==> src/rtl/bxavg_pkg.sv <==
package bxavg_pkg;

  localparam int MAX_WIDTH_DEF  = 4096;
  localparam int MAX_SHRINK_DEF = 16;

  localparam int PIX_W      = 8;
  localparam int POS_W      = 12;
  localparam int CFG_SF_W   = 5;
  localparam int CFG_DIM_W  = 13;
  localparam int CFG_DATA_W = 13;
  localparam int CFG_IDX_W  = 2;
  localparam int SUM_W      = 16;
  localparam int LANES      = 3;

  typedef enum logic [CFG_IDX_W-1:0] {
    REG_SHRINK = 2'd0,
    REG_WIDTH  = 2'd1,
    REG_HEIGHT = 2'd2
  } cfg_reg_t;

  // what the shared divider works on
  typedef enum logic [1:0] {
    SEL_RES   = 2'd0,
    SEL_CFG_A = 2'd1,
    SEL_CFG_B = 2'd2
  } div_sel_t;

  typedef struct packed {
    logic     take_ok;
    logic     div_start;
    div_sel_t div_sel;
    logic     cfg_latch;
    logic     store_a;
    logic     store_b;
    logic     load_out;
  } dp_cmd_t;

  typedef struct packed {
    logic last_pend;
    logic div_done;
    logic out_free;
  } dp_stat_t;

endpackage

==> src/rtl/bxavg_ctrl.sv <==
module bxavg_ctrl (
  input  logic                clk,
  input  logic                rst,
  input  logic                cfg_we,
  input  bxavg_pkg::dp_stat_t stat,
  output bxavg_pkg::dp_cmd_t  cmd
);
  import bxavg_pkg::*;

  typedef enum logic [6:0] {
    ST_RUN        = 7'b0000001,
    ST_RDIV       = 7'b0000010,
    ST_RLOAD      = 7'b0000100,
    ST_CFG_LATCH  = 7'b0001000,
    ST_CFG_START  = 7'b0010000,
    ST_CFG_WAIT_A = 7'b0100000,
    ST_CFG_WAIT_B = 7'b1000000
  } state_t;

  state_t state;
  state_t state_next;

  always_comb begin
    cmd        = '0;
    state_next = state;
    case (state)
      ST_RUN: begin
        cmd.take_ok = !stat.last_pend;
        if (stat.last_pend) begin
          cmd.div_start = 1'b1;
          cmd.div_sel   = SEL_RES;
          state_next    = ST_RDIV;
        end
      end
      ST_RDIV: begin
        if (stat.div_done) begin
          state_next = ST_RLOAD;
        end
      end
      ST_RLOAD: begin
        if (stat.out_free) begin
          cmd.load_out = 1'b1;
          state_next   = ST_RUN;
        end
      end
      ST_CFG_LATCH: begin
        cmd.cfg_latch = 1'b1;
        state_next    = ST_CFG_START;
      end
      ST_CFG_START: begin
        cmd.div_start = 1'b1;
        cmd.div_sel   = SEL_CFG_A;
        state_next    = ST_CFG_WAIT_A;
      end
      ST_CFG_WAIT_A: begin
        cmd.div_sel = SEL_CFG_B;
        if (stat.div_done) begin
          cmd.store_a   = 1'b1;
          cmd.div_start = 1'b1;
          state_next    = ST_CFG_WAIT_B;
        end
      end
      ST_CFG_WAIT_B: begin
        if (stat.div_done) begin
          cmd.store_b = 1'b1;
          state_next  = ST_RUN;
        end
      end
      default: begin
        state_next = ST_RUN;
      end
    endcase
    // any register write restarts the size recompute
    if (cfg_we) begin
      state_next = ST_CFG_LATCH;
    end
  end

  always_ff @(posedge clk) begin
    if (rst) begin
      state <= ST_RUN;
    end else begin
      state <= state_next;
    end
  end

endmodule

==> config.mk <==
export PLATFORM = sky130hd
export DESIGN_NAME = bxavg_ctrl
export DESIGN_NICKNAME = d
export VERILOG_FILES = /design/src/rtl/bxavg_pkg.sv /design/src/rtl/bxavg_ctrl.sv
export SDC_FILE = /design/constraint.sdc
export NUM_CORES = 1
export LEC_CHECK = 0
export BUFFER_PORTS_ARGS = -buffer_cell sky130_fd_sc_hd__buf_2
export CAP_MARGIN = 20
export CORE_AREA = 5 5 42 44
export DETAILED_ROUTE_END_ITERATION = 8
export DIE_AREA = 0 0 47 49
export PLACE_DENSITY = 0.67
export SETUP_SLACK_MARGIN = 0.15
export SYNTH_ARGS = -nofsm -noshare
export SYNTH_HDL_FRONTEND = slang
export SYNTH_SLANG_ARGS = --single-unit
==> constraint.sdc <==
create_clock -name clk -period 1.9 [get_ports clk]
set_input_delay 0.19 -clock clk [delete_from_list [all_inputs] [get_ports clk]]
set_output_delay 0.19 -clock clk [all_outputs]
set_load 0.02 [all_outputs]
# After elaboration in Yosys (flattened, before gate mapping)

Index checks and enable logic that the tools add are counted.

Flip-flop bits (word level): 7
Logic and storage cells: 39

Equality and inequality tests: 17
Muxes and demuxes: 16
Reductions and logical operators: 4

Operator list:

| operator                                       | count |
|---|---|
| one-hot mux 7 bit (7 select lines)             | 1 |
| two-way mux 7 bit                              | 5 |
| inequality test 3 bit (second input constant)  | 5 |
| inequality test 2 bit (second input constant)  | 5 |
| AND reduction 5 bit                            | 2 |
| one-hot mux 3 bit (3 select lines)             | 1 |
| == test 7 x 1 -> 1 bit (second input constant) | 1 |
| == test 7 x 2 -> 1 bit (second input constant) | 1 |
| == test 7 x 3 -> 1 bit (second input constant) | 1 |
| == test 7 x 4 -> 1 bit (second input constant) | 1 |
| == test 7 x 5 -> 1 bit (second input constant) | 1 |
| == test 7 x 6 -> 1 bit (second input constant) | 1 |
| == test 7 bit (second input constant)          | 1 |
| two-way mux 1 bit                              | 7 |
| two-way mux 4 bit                              | 1 |
| two-way mux 3 bit                              | 1 |
| OR reduction 2 bit                             | 1 |
| zero test 1 bit                                | 1 |

# Longest topological paths before layout

Gate-level depths: netlist of the first run.

Depth after elaboration: 3
Mapped depth: 5
Gate-level depth less buffers: 4

# Worst setup path after synthesis of the first run

OpenSTA, ideal clock, no wires.

Kind: register -> output
From: register state[2]
To: output port cmd[7] (netlist bit)
Arrival time: 1.619 ns
Data required time: 1.710 ns
Slack: 0.091 ns
Stages on the path, launching flop included: 4
Buffers on the path: 1
Cells stage by stage: dfxtp_1 buf_6 or4_4 nor4_1

RTL lines:

| element                | line             | source |
|---|---|---|
| from (decl)            | bxavg_ctrl.sv:20 | `state_t state;` |
| from (signal assigned) | bxavg_ctrl.sv:83 | `state <= state_next;` |
| to (decl)              | bxavg_ctrl.sv:6  | `output bxavg_pkg::dp_cmd_t cmd` |

==> summary.md, run 1 <==
| Metric | Value |
|---|---|
| Ant diodes | `0` |
| Simple-Gate Fraction of Synth Area | `between 40 and 50%` |
| Post-Route Setup TNS | `0 ns` |
| Warnings, synthesis | `0` |
| H-tree depth | `1` |
| Post-synthesis xor/xnor area fraction | `under 10%` |
| Layout fillers | `147` |
| Clock power frac | `34.9%` |
| Total GRT Usage | `roughly an eighth` |
| Synth Register Bits | `7` |
| Post-synth EDFFs | `0` |
| Combinational Power Share | `23.0%` |
| Worst reg2reg path depth | `5` |
| Hold Vio Cnt, Final | `0` |
| Syn-to-layout area delta | `36.7%` |
| Post-DP HPWL | `896 um` |
| Largest family of logic cells by synthesized area | `simple AND/OR/NAND/NOR gates` |
| Mux cell area share after synthesis | `0%` |
| Clk buf depth | `2` |
| Hold Crit Class | `input pin to flop` |
| Final min period | `between 1.5 and 2 ns` |
| Synth Area in Adders | `0%` |
| CTS tree | `yes` |
| Top cells by count, synth | `dfxtp_1, nor2_1, inv_1, a21oi_1` |
| Port bufs | `13` |
| Leakage | `0.324 nW` |
| Switching Share | `28.3%` |
| Share of the synthesized area in the top cell type | `roughly 28%` |
| 1st-iter DRT viols | `11` |
| Clk_lat worst skew | `approximately 0.25 ns` |
| Vias in the first global route | `526` |
| Nets@finish | `88` |
| Routed len/inst | `about 13 um` |
| Share of cells above drive strength 1 | `48.1%` |
| Max-slew headroom | `76.0%` |
| Register area share after synthesis | `28.0%` |
| Post-route antenna net violation count | `0` |
| Total CTS buffers | `3` |
| Clk_skew | `0.000316 ns` |
| Asr flop ratio synth | `0%` |
| Die Area | `2300 um2` |
| Total core area | `between 1000 and 1500 um2` |
| Vias per std cell | `5.49` |
| Final Util | `48.8%` |
| Largest regs | `state (7)` |
| FMAX | `between 500 and 600 MHz` |
| Int Power | `about 0.27 mW` |
| Max reg flops | `7` |
| WL final | `around 1200 um` |
| Top cell type by total area after synthesis | `dfxtp_1` |
| Worst Max-Slew Pin Slew | `about 0.36 ns` |
| Critical-path maximum fanout | `4` |
| CP required | `approximately 1.7 ns` |
| Mapped cell area | `500 um2` |
| Post-Syn Instances | `61` |
| Vias | `around 530` |
| CTS root buf | `clkbuf_4` |
| PwrDens | `between 500 and 600 nW/um2` |
| Chip width | `47 um` |
| Most used DFF post-synth | `dfxtp_1` |
| Crit share post-route | `94.4%` |
| Syn Nets | `67` |
| Hold Path Stages | `2` |
| Peak supply drop | `about 260 uV` |
| # hold bufs at CTS | `0` |
| Max-slew violations | `0` |
| Compound-Gate Fraction of Synth Area | `14.8%` |
| CP Class | `flop to output pin` |
| Placer Congestion | `just under 0.8` |
| IO Pins | `14` |
| Final setup fails | `0` |
| Critical Path Sink Type | `output pin` |
| Multi-input gate area | `about 350 um2` |
| First-pass GRT wire length | `2190 um` |
| Status | `finished, final reports clean` |
| Clock transition at path regs | `about 0.050 ns` |
| Setup crit start kind | `flop` |
| Net Sw Power | `roughly 0.11 mW` |
| Critical Path AT | `1.60 ns` |
| DR DRC count | `0` |
| Largest net degree at the start of global routing | `12` |
| Sequential cell area | `around 150 um2` |
| Starting Density | `a little over a third` |
| Critical Path Slowest Stage Cell | `or4_4` |
| RSZ-0062 raised after global routing | `yes` |
| Mean Syn Cell Area | `8.20 um2` |
| Clock sinks | `7` |
| Most flops, register | `state` |
| DR pass1 iterations | `4` |
| Initial antenna violation count | `0` |
| Maxcap violations | `0` |
| Remaining Overflow, GRT | `0` |
| Netlist cell types | `29` |
| Flop pwr share | `a little over two fifths` |
| Synth area leaders | `dfxtp_1, nor4_4, nor2_1` |
| Critical Path Max Stage Delay | `~0.53 ns` |
| Critical path, cell by cell | `or4_4 -> nor3_2 -> nand2_1 -> nand3_2 -> buf_6` |
| Core Rows | `14` |
| Die Span Y | `49 um` |
[what timing repair did]
action | in CTS | in global routing
setup endpoints to repair | 2 | 11
cloned | 0 | 0
pin swaps | 4 | 8
setup buffers | 2 | 1
resized for setup | 6 | 8
[cell usage in the layout (no fill, tap or decap), types with 2 or more instances in the layout]
master and count:
nor4_2 2, dfxtp_2 4, nor4_4 3, nand3_1 2, nor3b_1 2, or4_4 2, a21oi_1 4, buf_2 11
nand4_1 2, nand2_1 2, nor2_1 7, buf_4 7, o21ai_1 3, dfxtp_1 2, clkbuf_4 3, inv_1 5
[power groups by stage]
| stage | Clock (mW) | Sequential [mW] | Combinational, mW |
|---|---|---|---|
| finish | 0.133 | 0.161 | 0.0875 |
| global route | 0.145 | 0.162 | 0.0974 |
| CTS | 0.136 | 0.158 | 0.0806 |
| detailed placement | 0 | 0.162 | 0.0740 |
| global placement | 0 | 0.162 | 0.0736 |
| floorplan | 0 | 0.160 | 0.0518 |
[final cells by class]
| type | instances | area share (%) |
|---|---|---|
| multi-input combinational | 46 | 51.4 |
| tap | 16 | 2.93 |
| sequential | 7 | 21.8 |
| clock buffer | 4 | 3.84 |
| timing repair buffer | 19 | 17.4 |
| inverter | 5 | 2.74 |
[metrics by stage]
stage	hold slack (ns)	total power, mW	cells	setup WS, ns	instance area (um2)
2_1_floorplan	0.257	0.212	61	0.235	507
3_3_place_gp	0.370	0.236	90	0.263	587
3_5_place_dp	0.376	0.236	90	0.252	587
4_1_cts	0.114	0.374	96	0.0980	644
5_1_grt	0.114	0.404	97	0.0354	684
6_report	0.106	0.381	97	0.106	684
[critical path: cells and delay by family, from the launching register on]
| family | cells | cell delay [ns] |
|---|---|---|
| simple gates | 4 | 0.89 |
| flops | 1 | 0.35 |
| buf+inv | 1 | 0.12 |
[logic make-up (layout without fill, tap and decap cells)]
| kind of cell | after synthesis | in the layout |
|---|---|---|
| simple gates | 32 | 32 |
| xor+xnor | 2 | 2 |
| buf+inv | 8 | 28 |
| compound gates | 12 | 12 |
| flops | 7 | 7 |
[worst paths after layout]
kind	from	end	slack [ns]
hold reg to reg	state[1]$_SDFFE_PP0P_	state[1]$_SDFFE_PP0P_	0.56
setup reg to reg	state[6]$_SDFFE_PP0P_	state[5]$_SDFFE_PP0P_	0.12
hold / removal	rst	state[3]$_SDFFE_PP0P_	0.11
setup / recovery	state[6]$_SDFFE_PP0P_	cmd[6]	0.11
[layer usage]
| layer | track usage, % | vias to the layer above | share of wire (%) |
|---|---|---|---|
| met5 | 0 | - | 0 |
| met4 | 5.53 | 0 | 1.4 |
| met3 | 2.95 | 2 | 6.1 |
| met2 | 18.3 | 15 | 50 |
| met1 | 16.6 | 250 | 43 |
| li1 | - | 266 | - |
(Power assumes the default switching activity.)
==> inputs of run 2 (changes only) <==
--- a/config.mk
+++ b/config.mk
@@ -8,6 +8,7 @@
 export BUFFER_PORTS_ARGS = -buffer_cell sky130_fd_sc_hd__buf_2
 export CAP_MARGIN = 20
 export CORE_AREA = 5 5 42 44
+export CTS_BUF_LIST = sky130_fd_sc_hd__clkbuf_8
 export DETAILED_ROUTE_END_ITERATION = 8
 export DIE_AREA = 0 0 47 49
 export PLACE_DENSITY = 0.67
==> run 2 against run 1 <==
  * Critical path depth did not move
  * Fmax rose by 2.1%
  * Sequential share of layout area fell by 0.78 points
  * First-iteration DRC count fell by 64%
  * Setup slack improved by 0.037 ns
  * Design area rose by 1.1%
  * Non-clock buffer count rose by 1
  * Die area did not move
  * Sequential cell count did not move
  * Critical path type unchanged
  * Highest routed layer unchanged
==> summary.md, run 2 (same netlist as run 1, synthesis figures left out) <==
| Metric | Value |
|---|---|
| Largest net degree at the start of global routing | `12` |
| Initial antenna violation count | `0` |
| Post-DP HPWL | `approximately 900 um` |
| Max reg flops | `7` |
| Worst Max-Slew Pin Slew | `0.352 ns` |
| Die Area | `between 2000 and 2500 um2` |
| CP required | `about 1.7 ns` |
| Setup crit start kind | `flop` |
| Layout fillers | `around 140` |
| Die Span Y | `between 40 and 50 um` |
| Family with the most delay on the worst path | `simple AND/OR/NAND/NOR gates` |
| IO Pins | `14` |
| Final setup fails | `0` |
| Post-route cell area | `692 um2` |
| Hold Vio Cnt, Final | `0` |
| Syn-to-layout area delta | `38.3%` |
| Ant diodes | `0` |
| Max-slew violations | `0` |
| DR pass1 iterations | `4` |
| Total GRT Usage | `between 10% and 20%` |
| First-pass GRT wire length | `about 2200 um` |
| Leakage | `roughly 0.34 nW` |
| CTS tree | `yes` |
| Hold Path Stages | `2` |
| Post-Route Setup TNS | `0 ns` |
| Worst reg2reg path depth | `5` |
| 1st-iter DRT viols | `4` |
| Critical-path maximum fanout | `5` |
| Status | `finished, final reports clean` |
| Starting Density | `approximately 36%` |
| RSZ-0062 raised after global routing | `yes` |
| Crit share post-route | `a little over 90%` |
| Max-slew headroom | `about three quarters` |
| Clock sinks | `7` |
| Clk_lat worst skew | `about 0.23 ns` |
| Peak supply drop | `roughly 350 uV` |
| Commonest non-fill, non-tap cell in the layout | `buf_2` |
| Port bufs | `13` |
| Largest regs | `state (7)` |
| Critical Path Sink Type | `output pin` |
| Critical Path Max Stage Delay | `around 0.53 ns` |
| Most frequent cells in the layout | `buf_2, buf_4, nor2_1` |
| Routed len/inst | `about 12 um` |
| Hold Crit Class | `input pin to flop` |
| Clock transition at path regs | `~0.040 ns` |
| Critical path, cell by cell | `or4_4 -> nor3_2 -> nand2_1 -> nand3_2 -> buf_6` |
| CP Class | `flop to output pin` |
| Core Rows | `14` |
| Worst path bufs/invs | `1` |
| WL final | `about 1200 um` |
| Most flops, register | `state` |
| DP Area | `roughly 600 um2` |
| Critical Path Slowest Stage Cell | `or4_4` |
| Vias | `about 530` |
| CTS root buf | `clkbuf_8` |
| Vias per std cell | `about 5.4` |
| Placer Congestion | `between 0.7 and 0.8` |
| DR DRC count | `0` |
| FF-to-FF setup slack | `~0.16 ns` |
| Total CTS buffers | `3` |
| H-tree depth | `1` |
| Nets@finish | `89` |
| Clk buf depth | `2` |
| Critical Path AT | `1.57 ns` |
| Total core area | `about 1400 um2` |
| Final min period | `1.76 ns` |
| Post-route antenna net violation count | `0` |
| Chip width | `between 40 and 50 um` |
| Critical Path Stages | `5` |
| Share of cells above drive strength 1 | `roughly 44%` |
| Vias in the first global route | `between 500 and 600` |
| Maxcap violations | `0` |
| Clk_skew | `roughly 0.0015 ns` |
| PwrDens | `~640 nW/um2` |
| FMAX | `569 MHz` |
| Remaining Overflow, GRT | `0` |
[run 2: final timing paths]
path	from	endpoint
max	state[6]$_SDFFE_PP0P_	cmd[6]
min	rst	state[3]$_SDFFE_PP0P_
max reg2reg	state[6]$_SDFFE_PP0P_	state[5]$_SDFFE_PP0P_
min reg2reg	state[6]$_SDFFE_PP0P_	state[6]$_SDFFE_PP0P_
[run 2: through the flow]
| stage | power [mW] | setup slack [ns] | instances | hold WS [ns] | utilization, % |
|---|---|---|---|---|---|
| 2_1_floorplan | 0.212 | 0.235 | 61 | 0.257 | - |
| 4_1_cts | 0.443 | 0.124 | 97 | 0.141 | 47.9 |
| 6_report | 0.444 | 0.143 | 98 | 0.140 | 49.4 |
| 3_5_place_dp | 0.236 | 0.252 | 90 | 0.376 | 41.9 |
| 3_3_place_gp | 0.236 | 0.263 | 90 | 0.370 | 41.9 |
| 5_1_grt | 0.470 | 0.0526 | 98 | 0.153 | 49.4 |
[run 2: area by class of cell]
| class | count | area, um2 | area share, % |
|---|---|---|---|
| Sequential cell | 7 | 145 | 21.0 |
| Tap cell | 16 | 20.0 | 2.89 |
| Multi-Input combinational cell | 46 | 337 | 48.6 |
| Clock buffer | 3 | 41.3 | 5.97 |
| Timing Repair Buffer | 20 | 126 | 18.3 |
| Inverter | 5 | 18.8 | 2.71 |
| Clock inverter | 1 | 3.75 | 0.542 |
[run 2: power breakdown]
part | switching (mW) | leakage (nW) | internal, mW | total (mW)
logic | 0.0449 | 0.250 | 0.0405 | 0.0854
registers | 0.00788 | 0.0584 | 0.151 | 0.159
clock network | 0.0606 | 0.0269 | 0.139 | 0.200
total | 0.113 | 0.335 | 0.331 | 0.444
[run 2: metal layers]
| metal | vias up | GRT usage, % | share of wire [%] | wire length, um |
|---|---|---|---|---|
| met3 | 3 | 2.95 | 5.7 | 69 |
| li1 | 266 | - | - | - |
| met5 | - | 0 | 0 | 0 |
| met1 | 248 | 16.8 | 43 | 524 |
| met2 | 14 | 18.8 | 49 | 602 |
| met4 | 0 | 6.91 | 1.7 | 21 |
[run 2: what timing repair did]
item / 4_1_cts / 5_1_grt
setup buffers: 3 / 1
gates resized for setup: 6 / 3
pin swaps: 4 / 6
hold buffers: 0 / 0
endpoints found under the setup margin: 2 / 10
